**src/rtl/pate_pkg.sv**
```systemverilog
// Package for the packed array table engine: sizes, codes and the types
// shared by the top level and the storage cell. No dependencies.

package pate_pkg;

  localparam int DEPTH   = 128;
  localparam int WORD_W  = 32;
  localparam int IDX_IN_W = 8;
  localparam int CNT_W   = $clog2(DEPTH + 1);
  // Position, index and count are compared at this common width.
  localparam int CMP_W   = (CNT_W > IDX_IN_W) ? CNT_W : IDX_IN_W;
  localparam int SWP_W   = (DEPTH > 1) ? $clog2(DEPTH) : 1;

  typedef enum logic [1:0] {
    OP_APPEND = 2'd0,
    OP_DELETE = 2'd1,
    OP_READ   = 2'd2,
    OP_WRITE  = 2'd3
  } op_t;

  typedef enum logic [1:0] {
    ST_OK    = 2'd0,
    ST_RANGE = 2'd1,
    ST_FULL  = 2'd2
  } status_t;

  typedef enum logic [3:0] {
    S_IDLE  = 4'b0001,
    S_EXEC  = 4'b0010,
    S_SWEEP = 4'b0100,
    S_EMIT  = 4'b1000
  } state_t;

  // Command broadcast to every cell.
  typedef struct packed {
    logic                     app;
    logic                     del;
    logic                     wr;
    logic [CMP_W-1:0]         idx;
    logic [CMP_W-1:0]         cnt;
    logic signed [WORD_W-1:0] value;
  } cell_cmd_t;

  // Running maximum and minimum handed down the chain.
  typedef struct packed {
    logic                     any;
    logic signed [WORD_W-1:0] hi;
    logic signed [WORD_W-1:0] lo;
  } minmax_t;

endpackage

```
**src/rtl/pate_cell.sv**
```systemverilog
// One storage cell of the table: holds one entry, shifts on delete and
// passes a running max/min and a read word on to its neighbor. Uses pate_pkg.

module pate_cell
  import pate_pkg::*;
(
  input  logic                     clk,
  input  logic [CMP_W-1:0]         pos,
  input  cell_cmd_t                cmd,
  input  logic signed [WORD_W-1:0] next_entry,
  output logic signed [WORD_W-1:0] entry,
  input  minmax_t                  prev_mm,
  output minmax_t                  mm,
  input  logic signed [WORD_W-1:0] prev_rd,
  output logic signed [WORD_W-1:0] rd
);

  logic in_use;
  logic load_own;
  logic load_next;

  assign in_use    = pos < cmd.cnt;
  assign load_own  = (cmd.app && pos == cmd.cnt) || (cmd.wr && pos == cmd.idx);
  assign load_next = cmd.del && pos >= cmd.idx && (pos + CMP_W'(1)) < cmd.cnt;

  always_ff @(posedge clk) begin
    if (load_own) begin
      entry <= cmd.value;
    end else if (load_next) begin
      entry <= next_entry;
    end
  end

  // The reduction runs every cycle; it settles one cell per cycle after
  // the entries stop changing.
  always_ff @(posedge clk) begin
    if (!in_use) begin
      mm <= prev_mm;
    end else if (!prev_mm.any) begin
      mm <= '{any: 1'b1, hi: entry, lo: entry};
    end else begin
      mm.any <= 1'b1;
      mm.hi  <= (entry > prev_mm.hi) ? entry : prev_mm.hi;
      mm.lo  <= (entry < prev_mm.lo) ? entry : prev_mm.lo;
    end
    rd <= (pos == cmd.idx) ? entry : prev_rd;
  end

endmodule

```
**config.mk**
```make
export PLATFORM = sky130hd
export DESIGN_NAME = pate_cell
export DESIGN_NICKNAME = d
export VERILOG_FILES = /design/src/rtl/pate_pkg.sv /design/src/rtl/pate_cell.sv
export SDC_FILE = /design/constraint.sdc
export NUM_CORES = 1
export LEC_CHECK = 0
export BUFFER_PORTS_ARGS = -buffer_cell sky130_fd_sc_hd__buf_2
export CORE_ASPECT_RATIO = 1.4
export CORE_MARGIN = 2
export CORE_UTILIZATION = 35
export DETAILED_ROUTE_END_ITERATION = 8
export HOLD_SLACK_MARGIN = 0.03
export PLACE_DENSITY = 0.66
export SYNTH_ARGS = -nofsm -noshare
export SYNTH_HDL_FRONTEND = slang
export SYNTH_SLANG_ARGS = --single-unit
```
**constraint.sdc**
```tcl
create_clock -name clk -period 7.4 [get_ports clk]
set_input_delay 1.11 -clock clk [delete_from_list [all_inputs] [get_ports clk]]
set_output_delay 1.11 -clock clk [all_outputs]
set_load 0.02 [all_outputs]
```
==> flow_metrics.env, run 1 <==
export IMPL_cts_max_path_buffers=2
export IMPL_route_met2_wl_um=10400
export IMPL_reg2reg_slack_ns=3.56
export IMPL_avgSynthCellArea_um2=11.7
export IMPL_cap_viol_max_count=0
export IMPL_root_buffer="clkbuf_16"
export IMPL_drv_slew=0
export IMPL_final_common_cell="buf_2"
export IMPL_drt_pass1_iterations=4
export IMPL_die_h_um=170
export IMPL_yosys_register_bits=129
export IMPL_path_cells="buf_2 -> inv_1 -> ha_1 -> nand4_1 -> nor4_1 -> a21oi_1 -> o211ai_1 -> xnor2_1 -> a221oi_4 -> buf_4 -> mux2_1"
export IMPL_numPortBuffers=317
export IMPL_place_area_mm2=0.00882
export IMPL_cp_start_kind="primary input"
export IMPL_r2r_end="mm[26]"
export IMPL_criticalPathCategory="in -> reg"
export IMPL_drive_above_1_share_pct=49.7
export IMPL_regArea_mm2=0.00290
export IMPL_p_leak_nw=4.67
export IMPL_ctsResizeCount=0
export IMPL_netlist_instances=590
export IMPL_die_w_um=123
export IMPL_multiInputGateArea_mm2=0.00367
export IMPL_power_density_mw_per_mm2=233
export IMPL_min_delay_worst_endpoint="mm[18]"
export IMPL_postCtsSetupRepairBufs=0
export IMPL_syn_cell_area_mm2=0.00691
export IMPL_gp_congestion=0.827
export IMPL_end_kind="flip-flop"
export IMPL_clock_sinks=129
export IMPL_final_cell_mix="buf_2, dfxtp_1, ha_1, inv_1, mux2_2"
export IMPL_ir_worst_vdd_mv=0.148
export IMPL_drt_iter0_markers=197
export IMPL_max_clock_freq_ghz=0.243
export IMPL_status="completed"
export IMPL_hold_violations=0
export IMPL_grt_pass1_wl_um=29800
export IMPL_route_detailed_drc=0
export IMPL_antenna_left=0
export IMPL_power_w=0.00218
export IMPL_post_route_period_util_pct=55.5
export IMPL_dp_hpwl_um=16000
export IMPL_grt_pass1_vias=5750
export IMPL_postCtsHoldBufs=0
export IMPL_worst_path_buf_inv=3
export IMPL_postLayoutCellArea_mm2=0.00934
export IMPL_fin_skew_ns=0.00890
export IMPL_hold_path_depth=1
export IMPL_tightest_slew_ns=0.796
export IMPL_cp_slowest_cell="a221oi_4"
export IMPL_cts_max_level=4
export IMPL_ys_warn_count=0
export IMPL_regToRegStartpoint="entry[31]"
export IMPL_vias_per_cell=4.69
export IMPL_overflow=0
export IMPL_reg2regPathDepth=9
export IMPL_dieArea_mm2=0.0209
export IMPL_cpLargestDelayFamily="compound AO/OA/AOI/OAI gates"
export IMPL_tritoncts="done"
export IMPL_cts_made_buffers=17
export IMPL_syn_nets=867
export IMPL_initial_core_util_pct=35.8
export IMPL_max_slew_margin_pct=46.7
export IMPL_cp_slowest_stage_delay_ns=0.70
export IMPL_highest_signal_layer="met5"
export IMPL_hold_path_class="reg -> reg"
export IMPL_wl_met1_um=7930
export IMPL_core_rowCount=60
export IMPL_nets=1197
export IMPL_grtUsageTotal_pct=18.9
export IMPL_routed_wl_um=19900
export IMPL_finalSetupTns_ns=0
export IMPL_clk_pin_slew_ns=0.06
export IMPL_ys_types=48
export IMPL_fillers=1801
export IMPL_cp_arrival_ns=4.41
export IMPL_rsz0062_at_grt="no"
export IMPL_ios=318
export IMPL_routedWlPerCell_um=16.8
export IMPL_grt_max_degree=35
export IMPL_met3_length_um=1050
export IMPL_cp_required_ns=7.70
export IMPL_fin_crit_ns=4.11
export IMPL_worstHoldStart="entry[18]"
export IMPL_worstPathMaxFanout=19
export IMPL_antenna_found_initial=4
export IMPL_synth_seq_area_share_pct=42.0
export IMPL_core_mm2=0.0193
export IMPL_syn2layout_area_growth_pct=35.1
export IMPL_insertion_delay_ns=0.42
export IMPL_setup_viol=0
export IMPL_vias=5545
how the worst max path moves through the flow:
stage / from / endpoint / slack (ns) / cells past startpoint
6_report: prev_mm[31] / mm[26] / 3.29 / 11
5_1_grt: prev_mm[31] / mm[29] / 2.94 / 11
4_1_cts: prev_mm[31] / mm[26] / 3.15 / 11
3_5_place_dp: prev_mm[31] / mm[26] / 2.73 / 11
3_3_place_gp: prev_mm[31] / mm[27] / 2.73 / 11
2_1_floorplan: pos[0] / entry[0] / 2.21 / 9
cells in the mapped netlist (all sizes together):
cell type,instances,area (um2)
o21a,4,30.0
nor3,1,5.00
o31ai,1,7.51
a211o,1,8.76
nand3b,1,7.51
a21oi,30,150
nand3,12,65.1
mux2,128,1550
and4,1,8.76
ha,88,1100
inv,81,304
nor4b,1,15.0
nor2,8,30.0
edfxtp,32,961
nor2b,4,25.0
o21ai,13,65.1
nand2,19,71.3
or4,1,11.3
nand2b,2,12.5
buf,6,56.3
a221o,1,10.0
and3,2,12.5
nand4,14,93.8
or2,2,12.5
nor3b,2,26.3
xor2,2,17.5
nor4,5,58.8
o211ai,3,22.5
a2111oi,5,63.8
a211oi,4,30.0
a221oi,2,23.8
dfxtp,97,1940
a21o,5,37.5
and2,1,6.26
xnor2,5,43.8
clkbuf,6,22.5
cell families (layout without fill, tap and decap cells):
group / Yosys count / after routing / synth area share [%]
other: 0 / 2 / 0
and+or+nand+nor: 76 / 76 / 6.68
buffers and inverters: 93 / 436 / 5.54
muxes: 128 / 128 / 22.5
adders and majority gates: 88 / 88 / 15.9
DFF: 129 / 129 / 42.0
xor gates and xnor gates: 7 / 7 / 0.887
AOI/OAI and AO/OA: 69 / 69 / 6.50
final cells by class:
cell class / count / area share, %
inverter: 81 / 3.25
antenna: 2 / 0.0536
clock buffer: 23 / 4.90
sequential: 129 / 31.1
tap: 248 / 3.32
timing repair buffer: 323 / 17.5
multi-input combinational: 368 / 39.3
clock inverter: 9 / 0.670
routing by layer:
metal / up-vias / track usage (%)
li1: 2777 / -
met1: 2541 / 21.2
met2: 181 / 33.7
met3: 42 / 4.02
met4: 4 / 8.25
met5: - / 0
where the power goes:
part / internal (W) / switching (W)
Clock: 0.000435 / 0.000313
Combinational: 0.000251 / 0.000315
Sequential: 0.000815 / 0.0000484
stage by stage:
step	utilization (%)	setup WS, ns	hold slack (ns)	instances
4_1_cts	48.4	3.15	0.642	1181
2_1_floorplan	-	2.21	0.699	590
3_5_place_dp	45.7	2.73	0.629	1149
6_report	48.4	3.29	0.638	1183
5_1_grt	48.4	2.94	0.668	1183
3_3_place_gp	45.7	2.73	0.624	1149
registers in the layout, summed over array words and instances (netlist names):
name   count
mm        65
rd        32
entry     32
worst register-to-register path: cells and delay by family, from the launching register on:
family | cells | cell delay [ns]
simple gates | 2 | 0.81
buf+inv | 1 | 0.44
flops | 1 | 0.49
compound gates | 3 | 1.02
fa+ha+maj | 1 | 0.44
mux | 1 | 0.37
xor+xnor | 1 | 0.15
Power figures use the tool's default switching activity.
==> run 2: changes to the inputs <==
--- a/config.mk
+++ b/config.mk
@@ -5,13 +5,14 @@
 export SDC_FILE = /design/constraint.sdc
 export NUM_CORES = 1
 export LEC_CHECK = 0
+export ABC_AREA = 1
 export BUFFER_PORTS_ARGS = -buffer_cell sky130_fd_sc_hd__buf_2
 export CORE_ASPECT_RATIO = 1.4
 export CORE_MARGIN = 2
 export CORE_UTILIZATION = 35
 export DETAILED_ROUTE_END_ITERATION = 8
 export HOLD_SLACK_MARGIN = 0.03
-export PLACE_DENSITY = 0.66
+export PLACE_DENSITY = 0.65
 export SYNTH_ARGS = -nofsm -noshare
 export SYNTH_HDL_FRONTEND = slang
 export SYNTH_SLANG_ARGS = --single-unit
==> constraint.sdc (replaced) <==
create_clock -name clk -period 4.1 [get_ports clk]
set_input_delay 0.615 -clock clk [delete_from_list [all_inputs] [get_ports clk]]
set_output_delay 0.615 -clock clk [all_outputs]
set_load 0.02 [all_outputs]
==> flow_metrics.env, run 2 <==
export IMPL_power_frac_seq_pct=36.7
export IMPL_clock_sinks=129
export IMPL_post_route_period_util_pct=69.4
export IMPL_fin_util_pct=47.3
export IMPL_die_w_um=126
export IMPL_vias=7100
export IMPL_drive_above_1_share_pct=35.0
export IMPL_fillers=2112
export IMPL_synthArstFlopShare_pct=0
export IMPL_finalSetupTns_ns=0
export IMPL_initial_core_util_pct=35.7
export IMPL_yosys_register_bits=129
export IMPL_regMostFlops="mm"
export IMPL_largest_register_ff_count=65
export IMPL_postCtsSetupRepairBufs=0
export IMPL_synth_most_common_cell="nand2_1"
export IMPL_grt_pass1_vias=7215
export IMPL_dp_hpwl_um=18000
export IMPL_drt_pass1_iterations=6
export IMPL_multiInputGateArea_mm2=0.00380
export IMPL_route_detailed_drc=0
export IMPL_ios=318
export IMPL_p_leak_nw=5.45
export IMPL_worst_hold_slack_ns=0.378
export IMPL_cts_made_buffers=17
export IMPL_synth_seq_area_share_pct=39.7
export IMPL_synthFlopType="dfxtp_1"
export IMPL_ctsResizeCount=0
export IMPL_gp_congestion=0.823
export IMPL_power_density_mw_per_mm2=446
export IMPL_overflow=0
export IMPL_fin_skew_ns=0.0149
export IMPL_ir_worst_vdd_mv=0.275
export IMPL_yosys_area_top_type_share_pct=26.6
export IMPL_p_sw_share_pct=33.9
export IMPL_drv_slew=0
export IMPL_postLayoutCellArea_mm2=0.00969
export IMPL_cap_viol_max_count=0
export IMPL_root_buffer="clkbuf_16"
export IMPL_drt_iter0_markers=236
export IMPL_cts_max_level=4
export IMPL_netlist_instances=932
export IMPL_synth_edf_count=32
export IMPL_yosysTopAreaCell="dfxtp_1"
export IMPL_synthTopCellsByArea="dfxtp_1, nand2_1, ha_1"
export IMPL_post_place_ws_ns=1.02
export IMPL_vias_per_cell=4.68
export IMPL_clk_pin_slew_ns=0.06
export IMPL_final_cell_mix="nand2_1, buf_2, inv_1, dfxtp_1, ha_1"
export IMPL_end_kind="flip-flop"
export IMPL_die_h_um=175
export IMPL_worstPathMaxFanout=33
export IMPL_avgSynthCellArea_um2=7.84
export IMPL_ys_warn_count=0
export IMPL_routedWlPerCell_um=15.5
export IMPL_hold_violations=0
export IMPL_grt_pass1_wl_um=36400
export IMPL_core_rowCount=62
export IMPL_cts_max_path_buffers=2
export IMPL_tightest_slew_ns=0.817
export IMPL_final_common_cell="nand2_1"
export IMPL_grt_max_degree=68
export IMPL_setup_viol=0
export IMPL_tritoncts="done"
export IMPL_antenna_left=0
export IMPL_postCtsHoldBufs=0
export IMPL_clkPwrFrac_pct=37.4
export IMPL_reg_top3="mm: 65 flops, entry: 32 flops, rd: 32 flops"
export IMPL_layout_setup_ws_ns=1.25
export IMPL_cp_start_kind="flip-flop"
export IMPL_syn_cell_area_mm2=0.00731
export IMPL_ys_types=39
export IMPL_criticalPathCategory="reg -> reg"
export IMPL_status="completed"
export IMPL_core_mm2=0.0205
export IMPL_syn_nets=1209
export IMPL_max_clock_freq_ghz=0.351
export IMPL_synthTopCellsByCount="nand2_1, inv_1, dfxtp_1"
export IMPL_hold_path_class="in -> reg"
export IMPL_insertion_delay_ns=0.43
export IMPL_combPwrFrac_pct=25.9
export IMPL_p_int_w=0.00286
export IMPL_place_area_mm2=0.00906
export IMPL_cp_required_ns=4.42
export IMPL_p_sw_w=0.00147
export IMPL_rsz0062_at_grt="no"
export IMPL_antenna_found_initial=5
export IMPL_regArea_mm2=0.00290
export IMPL_nets=1520
export IMPL_syn2layout_area_growth_pct=32.6
export IMPL_dieArea_mm2=0.0221
export IMPL_max_slew_margin_pct=45.5
export IMPL_grtUsageTotal_pct=21.3
export IMPL_routed_wl_um=23600
export IMPL_cp_arrival_ns=3.16
export IMPL_numPortBuffers=317
export IMPL_fin_crit_ns=2.85
[run 2: changes by cell type in the layout (fill, tap and decap cells not counted), sizes merged, moves of 4 or more]
| cell | delta |
|---|---|
| nand2 | +383 |
| mux2 | -128 |
| nand3 | +64 |
| inv | +33 |
| nor2 | +14 |
| nand4 | -10 |
| a21oi | +9 |
| clkbuf | -6 |
| a2111oi | -5 |
| nor4 | -5 |
| a211oi | -4 |
| nor2b | -4 |
| xnor2 | -4 |
[run 2: kinds of logic (layout without fill, tap and decap cells)]
logic type	Yosys count	after routing	synth area share, %
compound gates	59	59	4.74
xor+xnor	6	6	0.719
fa+ha+maj	88	88	15.1
buf+inv	138	462	8.57
flops	129	129	39.7
other cells	0	4	0
simple gates	512	512	31.2
[run 2: metrics by stage]
step | power, W | cells
6_report | 0.00433 | 1516
5_1_grt | 0.00457 | 1515
4_1_cts | 0.00438 | 1512
3_5_place_dp | 0.00275 | 1480
3_3_place_gp | 0.00272 | 1480
2_1_floorplan | 0.00234 | 932
[run 2: power by group through the flow]
stage          clock network, W  registers (W)  logic (W)
2_1_floorplan                 0        0.00181   0.000533
3_3_place_gp                  0        0.00161    0.00111
6_report                0.00162        0.00159    0.00112
3_5_place_dp                  0        0.00162    0.00113
5_1_grt                 0.00171        0.00161    0.00125
4_1_cts                 0.00165        0.00159    0.00114
[run 2: layout make-up]
cell class              count  area share (%)
inverters                 107            4.17
clock inverters            15            2.03
well taps                 256            3.30
clock buffers              17            4.39
multi-input cells         665            39.2
repair buffers            323            16.8
diodes                      4           0.103
flip-flops and latches    129            29.9
[run 2: worst paths after layout]
kind	to	slack (ns)	from	cells after the start
worst max register to register	mm[55]	1.25	entry[31]	12
worst min register to register	rd[27]	0.63	entry[27]	2
worst min-delay path	rd[13]	0.38	prev_rd[13]	3
worst max-delay path	mm[55]	1.25	entry[31]	12
[run 2: per-layer routing]
metal | up-vias | wire length (um) | GRT usage (%)
met3 | 37 | 1570 | 5.48
met5 | - | 11 | 0
met4 | 2 | 566 | 9.11
li1 | 3577 | - | -
met1 | 3231 | 9020 | 22.8
met2 | 253 | 12400 | 39.2
[run 2: worst max-delay path, stage by stage, from the launching register on]
cell	delay (ns)
edfxtp_1	0.51
ha_1	0.41
nand2_1	0.09
nor2_1	0.15
nand2_1	0.10
nor2_1	0.18
nand2_1	0.10
nand3_1	0.09
nand3_2	0.10
nand2_4	0.37
nand2_4	0.37
nand2_1	0.17
nand2_1	0.07
